File: src/rtl/placement_grid_snap_defines.svh
// Assertion macros for the placement grid snap block.
// Included by the RTL files that carry concurrent checks; expects clk and rst_n in scope.
`ifndef PLACEMENT_GRID_SNAP_DEFINES_SVH
`define PLACEMENT_GRID_SNAP_DEFINES_SVH
`ifndef SYNTHESIS
`define PGS_ASSERT_NOW(lbl, pre, post) \
  lbl: assert property (@(posedge clk) disable iff (!rst_n) (pre) |-> (post)) \
    else $error("placement_grid_snap: check failed");
`define PGS_ASSERT_NEXT(lbl, pre, post) \
  lbl: assert property (@(posedge clk) disable iff (!rst_n) (pre) |=> (post)) \
    else $error("placement_grid_snap: check failed");
`else
`define PGS_ASSERT_NOW(lbl, pre, post)
`define PGS_ASSERT_NEXT(lbl, pre, post)
`endif
`endif

File: src/rtl/pgs_pkg.sv
// Shared types and constants for the placement grid snap block.
// No dependencies.
package pgs_pkg;

  localparam int ROW_SLOT_W   = 10;
  localparam int ROW_CNT_W    = 11;
  localparam int COLS_W       = 16;
  localparam int SITE_W_W     = 16;
  localparam int PORT_COORD_W = 32;
  localparam int NROW_W       = 10;
  localparam int CFG_IDX_W    = 2;

  typedef enum logic [CFG_IDX_W-1:0] {
    CFG_ROW_COUNT    = 2'd0,
    CFG_COLUMN_COUNT = 2'd1,
    CFG_GRID_ORIGIN  = 2'd2,
    CFG_SITE_WIDTH   = 2'd3
  } cfg_reg_t;

  typedef enum logic {
    REQ_LOAD = 1'b0,
    REQ_SNAP = 1'b1
  } req_type_t;

  typedef enum logic [2:0] {
    ST_IDLE,
    ST_SEARCH,
    ST_CMP,
    ST_BELOW,
    ST_RD_HI,
    ST_PICK,
    ST_WAIT_DIV,
    ST_FINAL
  } pgs_state_t;

endpackage

File: src/rtl/pgs_div.sv
// Bit-serial restoring divider: one quotient bit per cycle.
// Uses pgs_pkg for house convention only.
module pgs_div
  import pgs_pkg::*;
#(
  parameter int NW = 32,
  parameter int DW = 16
) (
  input  logic          clk,
  input  logic          rst_n,
  input  logic          start,
  input  logic [NW-1:0] dividend,
  input  logic [DW-1:0] divisor,
  output logic [NW-1:0] quotient,
  output logic [DW-1:0] remainder,
  output logic          done
);

  localparam int CNTW = $clog2(NW + 1);

  logic [NW-1:0]   quo_r, quo_nxt;
  logic [DW-1:0]   rem_r, rem_nxt;
  logic [DW-1:0]   dvs_r;
  logic [CNTW-1:0] cnt_r, cnt_nxt;
  logic            done_r, done_nxt;
  logic [DW:0]     rem_shift;
  logic            ge;

  assign rem_shift = {rem_r, quo_r[NW-1]};
  assign ge        = rem_shift >= {1'b0, dvs_r};

  always_comb begin
    quo_nxt  = quo_r;
    rem_nxt  = rem_r;
    cnt_nxt  = cnt_r;
    done_nxt = done_r;
    if (start) begin
      quo_nxt  = dividend;
      rem_nxt  = '0;
      cnt_nxt  = CNTW'(NW);
      done_nxt = 1'b0;
    end else if (cnt_r != '0) begin
      quo_nxt = {quo_r[NW-2:0], ge};
      rem_nxt = ge ? DW'(rem_shift - {1'b0, dvs_r}) : rem_shift[DW-1:0];
      cnt_nxt = cnt_r - 1'b1;
      if (cnt_r == CNTW'(1)) begin
        done_nxt = 1'b1;
      end
    end
  end

  always_ff @(posedge clk) begin
    if (!rst_n) begin
      cnt_r  <= '0;
      done_r <= 1'b0;
    end else begin
      cnt_r  <= cnt_nxt;
      done_r <= done_nxt;
    end
  end

  always_ff @(posedge clk) begin
    quo_r <= quo_nxt;
    rem_r <= rem_nxt;
    if (start) begin
      dvs_r <= divisor;
    end
  end

  assign quotient  = quo_r;
  assign remainder = rem_r;
  assign done      = done_r;

endmodule

File: config.mk
export PLATFORM = sky130hd
export DESIGN_NAME = pgs_div
export DESIGN_NICKNAME = d
export VERILOG_FILES = /design/src/rtl/placement_grid_snap_defines.svh /design/src/rtl/pgs_pkg.sv /design/src/rtl/pgs_div.sv
export SDC_FILE = /design/constraint.sdc
export NUM_CORES = 1
export LEC_CHECK = 0
export BUFFER_PORTS_ARGS = -buffer_cell sky130_fd_sc_hd__buf_2
export CORE_AREA = 2 2 98 100
export DETAILED_ROUTE_END_ITERATION = 10
export DIE_AREA = 0 0 100 102
export HOLD_SLACK_MARGIN = 0.08
export PLACE_DENSITY = 0.69
export SLEW_MARGIN = 25
export SYNTH_ARGS = -nofsm -noshare
export SYNTH_HDL_FRONTEND = slang
export SYNTH_SLANG_ARGS = --single-unit
File: constraint.sdc
create_clock -name clk -period 2.4 [get_ports clk]
set_clock_uncertainty 0.05 [all_clocks]
set_input_delay 0.36 -clock clk [delete_from_list [all_inputs] [get_ports clk]]
set_output_delay 0.36 -clock clk [all_outputs]
set_load 0.05 [all_outputs]
Word level (Yosys, flattened, before mapping):

Cells that the tools add are included.

* flip-flop bits (word level): 71
* bits of input ports: 51
* output and inout bits: 49
* logic and storage cells: 20

* $add $sub $neg: 2
* magnitude comparators: 1
* eq/ne operators: 1
* muxes and demuxes: 5
* bitwise gates (word level): 1
* reduce and logical (&&, ||, !) cells: 4

Operators with widths (count)
* $mux 32: 2
* $ge 17x16->1: 1
* $mux 16: 1
* $sub 16x16->16: 1
* $mux 6: 2
* $eq 6x1->1 const B: 1
* $reduce_bool 6->1: 1
* $sub 6x1->6 const B: 1
* $reduce_and 2->1: 1
* $reduce_bool 2->1: 1
* $reduce_or 2->1: 1
* $not 1->1: 1

Longest topological paths before layout:

* word-level depth: 3
* mapped depth: 11
* mapped depth without buffers: 10

Worst setup path after synthesis:

No wires, ideal clock.

* path kind: register -> register
* start point: register quo_r[31] (netlist: quotient[31])
* end point: register rem_r[12] (netlist: remainder[12])
* library setup time: 0.091 ns
* data arrival time: 2.621 ns
* data required time: 2.259 ns
* slack: -0.362 ns
* cell stages (with the launch flop): 11
* buffers on the path: 0
* path through: edfxtp_1 > inv_1 > ha_1 > fa_1 > nor2b_1 > o21ai_1 > a2111oi_2 > o21ai_0 > mux2i_1 > o21ai_0 > a311oi_1

* longest elaborated chain between the ends: 2

Ends and longest elaborated chain
* start, declared: RTL line pgs_div.sv:21 `logic [NW-1:0] quo_r, quo_nxt;`
* start signal, assigned: RTL line pgs_div.sv:63 `quo_r <= quo_nxt;`
* $sub 16x16->16 or $ge 17x16->1 (tied branches): RTL line pgs_div.sv:44, pgs_div.sv:30
* $mux 16 (*): RTL line pgs_div.sv:44 `rem_nxt = ge ? DW'(rem_shift - {1'b0, dvs_r}) : rem_shift[DW-1:0];`
* end signal, assigned: RTL line pgs_div.sv:64 `rem_r <= rem_nxt;`
* end, declared: RTL line pgs_div.sv:22 `logic [DW-1:0] rem_r, rem_nxt;`

Every way passes the cells marked *; elsewhere a longest branch is shown, timed or not.
A chain may end at the register's enable or synchronous reset.

Final worst setup path:

* start point: register dvs_r[5]
* end point: register rem_r[13] (netlist: remainder[13])

* longest elaborated chain between the ends: 2

Ends and longest elaborated chain
* start, declared: RTL line pgs_div.sv:23 `logic [DW-1:0] dvs_r;`
* start signal, assigned: RTL line pgs_div.sv:66 `dvs_r <= divisor;`
* $sub 16x16->16 or $ge 17x16->1 (tied branches): RTL line pgs_div.sv:44, pgs_div.sv:30
* $mux 16 (*): RTL line pgs_div.sv:44

Marks and branches as above.

==> impl_results.md <==
* Post-DRT Antenna Nets at 0
* Mux contribution to synthesized area at 0.1324
* Num CTS Buffers at 9
* CTS root buffer: clkbuf_8
* WP data arrival at 2620 ps
* Sequential-to-total area share from yosys stat at 0.4886
* H-tree Lvls at 3
* Max Slew Vio Count at 0
* Dpl hpwl at 6924 um
* Post-Synthesis Cells at 348
* Mean Syn Cell Area at 11.19 um2
* Hold Fails Final Rpt at 0
* Number of port buffers at 99
* Ys Warns at 0
* Vias/cell at 5.261
* Gr ovfl total at 0
* Worst rel slew slack at 0.6625
* Mapped Nets at 418
* Most common cell in the netlist: edfxtp_1
* Clk_lat worst skew at 360 ps
* VDD IR max at 0.0006343 V
* Worst Hold Slack at 123.6 ps
* DRT Pass-1 Iters at 5
* # DRC at 0
* Startpoint Class: register
* Largest family of logic cells by synthesized area: compound AO/OA/AOI/OAI gates
* Synth Cell Area at 0.003892 mm2
* Clk pin slew, worst setup/hold paths at 80 ps
* GRT Util Overall at 0.1856
* Worst-Margin Slew at 501.0 ps
* First-pass GRT wire length at 14840 um
* Yosys cell types at 49
* Asr flop ratio synth at 0
* Area leader, netlist: edfxtp_1
* Clock buffer depth at 2
* Vias at 3162
* Top FF cell, synth: edfxtp_1
* # IOs at 100
* Fin cells at 601
* Core ar. at 0.009109 mm2
* RSZ-0062 raised after global routing: yes
* Hold_buf cts at 0
* # clock sinks at 71
* Placer congestion estimate at 0.8634
* Largest net degree at the start of global routing at 33
* Die area at 0.01020 mm2
* Setup crit end kind: register
* Starting Density at 0.4273
* Critical Path Fanout Max at 4
* Flops & latches, synth at 71
* Initial antenna violation count at 0
* EDFF count, synth at 48
* XOR/XNOR Fraction of Synth Area at 0.03150
* CP Data Required Time at 2630 ps
* Pre-CTS WS at -78.13 ps
* Top cells by instance count after synthesis: edfxtp_1 (48), mux2_2 (32), nor2_1 (30)
* Layout cells sized above 1 at 0.4898
* Post-Route WL at 9382 um
* DIE HEIGHT at 102 um
* CTS tree: built
* DRT iter0 DRCs at 126
* Period minus WS final at 2392 ps
* P per Cell Area at 1107 mW/mm2
* Post-synth top area share at 0.3703
* Setup WS post-layout at 8.053 ps
* Final setup fails at 0
* Drt wl/cell at 15.61 um
* Syn-to-layout area delta at 33.59%
* Synth top area cells: edfxtp_1 (37%), dfxtp_1 (12%), mux2_2 (9.3%), ha_1 (5.8%), mux2i_1 (3.6%)
* Synth Area in Compound Gates at 0.1398
* Num rows at 35
* Worst hold path type: input pin to register
* Status: finished, final reports clean
* Post-Synth Adder-Cell Area at 0.06300
* LEAKAGE at 2.284 nW
* Post-Synth Simple-Gate Area at 0.09932
* # diodes at 0
* Post-route clock period utilization at 0.9966
* Nets at 555
* Post-layout util at 0.5709
* Die width at 100 um
* Vias in the first global route at 3166
* Kind of critical path: register to register
* Max-Cap Viols at 0
* Placed cells at 577
* Fmax at 0.4181 GHz
[worst paths after layout]
path	startpoint	end	slack, ps	cells after the start
worst max-delay path	dvs_r[5]	remainder[13]	8	11
worst min-delay path	divisor[7]	dvs_r[7]	120	1
worst max register to register	dvs_r[5]	remainder[13]	8	11
worst min register to register	done	done	440	2
[power breakdown]
part           switching (mW)  internal (mW)
logic                    1.87           1.16
registers               0.180           1.63
clock network           0.518          0.394
[metrics by stage]
| step | setup TNS (ps) | power, mW | area, um2 |
|---|---|---|---|
| after floorplan | -411.0 | 3.854 | 3960 |
| after global placement | 0 | 4.577 | 4802 |
| after detailed placement | -78.13 | 4.622 | 4802 |
| after CTS | -12.90 | 5.636 | 5071 |
| after global routing | -975.6 | 6.091 | 5200 |
| final | 0 | 5.756 | 5200 |
[area by class of cell]
| cell class | count | area, um2 |
|---|---|---|
| repair buffers | 144 | 865.8 |
| flip-flops and latches | 71 | 1923 |
| multi-input cells | 234 | 1993 |
| fillers | 803 | 3909 |
| well taps | 111 | 138.9 |
| clock inverters | 7 | 61.31 |
| inverters | 25 | 93.84 |
| clock buffers | 9 | 123.9 |
[sequential cells by signal (all words and copies together) (netlist names)]
register and flops:
cnt_r 6, done 1, dvs_r 16, quotient 32
remainder 16
[repair_timing]
item | CTS | global route
pin swaps | 11 | 22
gates resized for setup | 8 | 18
setup endpoints to repair | 5 | 16
setup buffers | 3 | 5
[placed cells by master, fill, tap and decap left out, types with 3 or more instances in the layout]
| cell type | n |
|---|---|
| inv_2 | 3 |
| buf_4 | 41 |
| a21o_1 | 12 |
| a211oi_1 | 9 |
| a21oi_1 | 10 |
| clkbuf_8 | 9 |
| o31ai_1 | 3 |
| buf_2 | 99 |
| nand3_1 | 4 |
| mux2i_1 | 10 |
| dfxtp_2 | 14 |
| inv_6 | 3 |
| nand3b_1 | 4 |
| dfxtp_1 | 8 |
| mux2_2 | 32 |
| nor2_1 | 30 |
| o21ai_0 | 7 |
| nand2_1 | 13 |
| nand2b_1 | 6 |
| o21ai_1 | 4 |
| inv_1 | 22 |
| a211oi_2 | 4 |
| nor3_1 | 8 |
| mux2i_2 | 4 |
| ha_1 | 12 |
| edfxtp_1 | 48 |
| o21a_1 | 6 |
| ha_4 | 6 |
| xnor2_1 | 12 |
[per-layer routing]
| metal | vias to the layer above | global-route usage | share of wire |
|---|---|---|---|
| met3 | 16 | 0.06156 | 0.071 |
| li1 | 1550 | - | - |
| met2 | 99 | 0.3212 | 0.49 |
| met4 | 0 | 0.05690 | 0.016 |
| met5 | - | 0 | 0 |
| met1 | 1497 | 0.2210 | 0.42 |
[worst max-delay path: stages (launching register included)]
cell	delay (ps)
edfxtp_1	370
inv_1	110
ha_4	220
buf_4	140
o21a_1	120
nor2_1	130
a21oi_2	50
o41ai_2	300
a21oi_2	130
buf_6	150
or4b_4	480
o211ai_2	70
[cell families (layout without fill, tap and decap cells)]
group,Yosys count,after routing
AOI/OAI and AO/OA,75,75
xor gates and xnor gates,14,14
adders and majority gates,19,19
buffers and inverters,43,185
DFF,71,71
muxes,47,47
and+or+nand+nor,79,79
No activity file was read; power rests on OpenSTA's default activity.
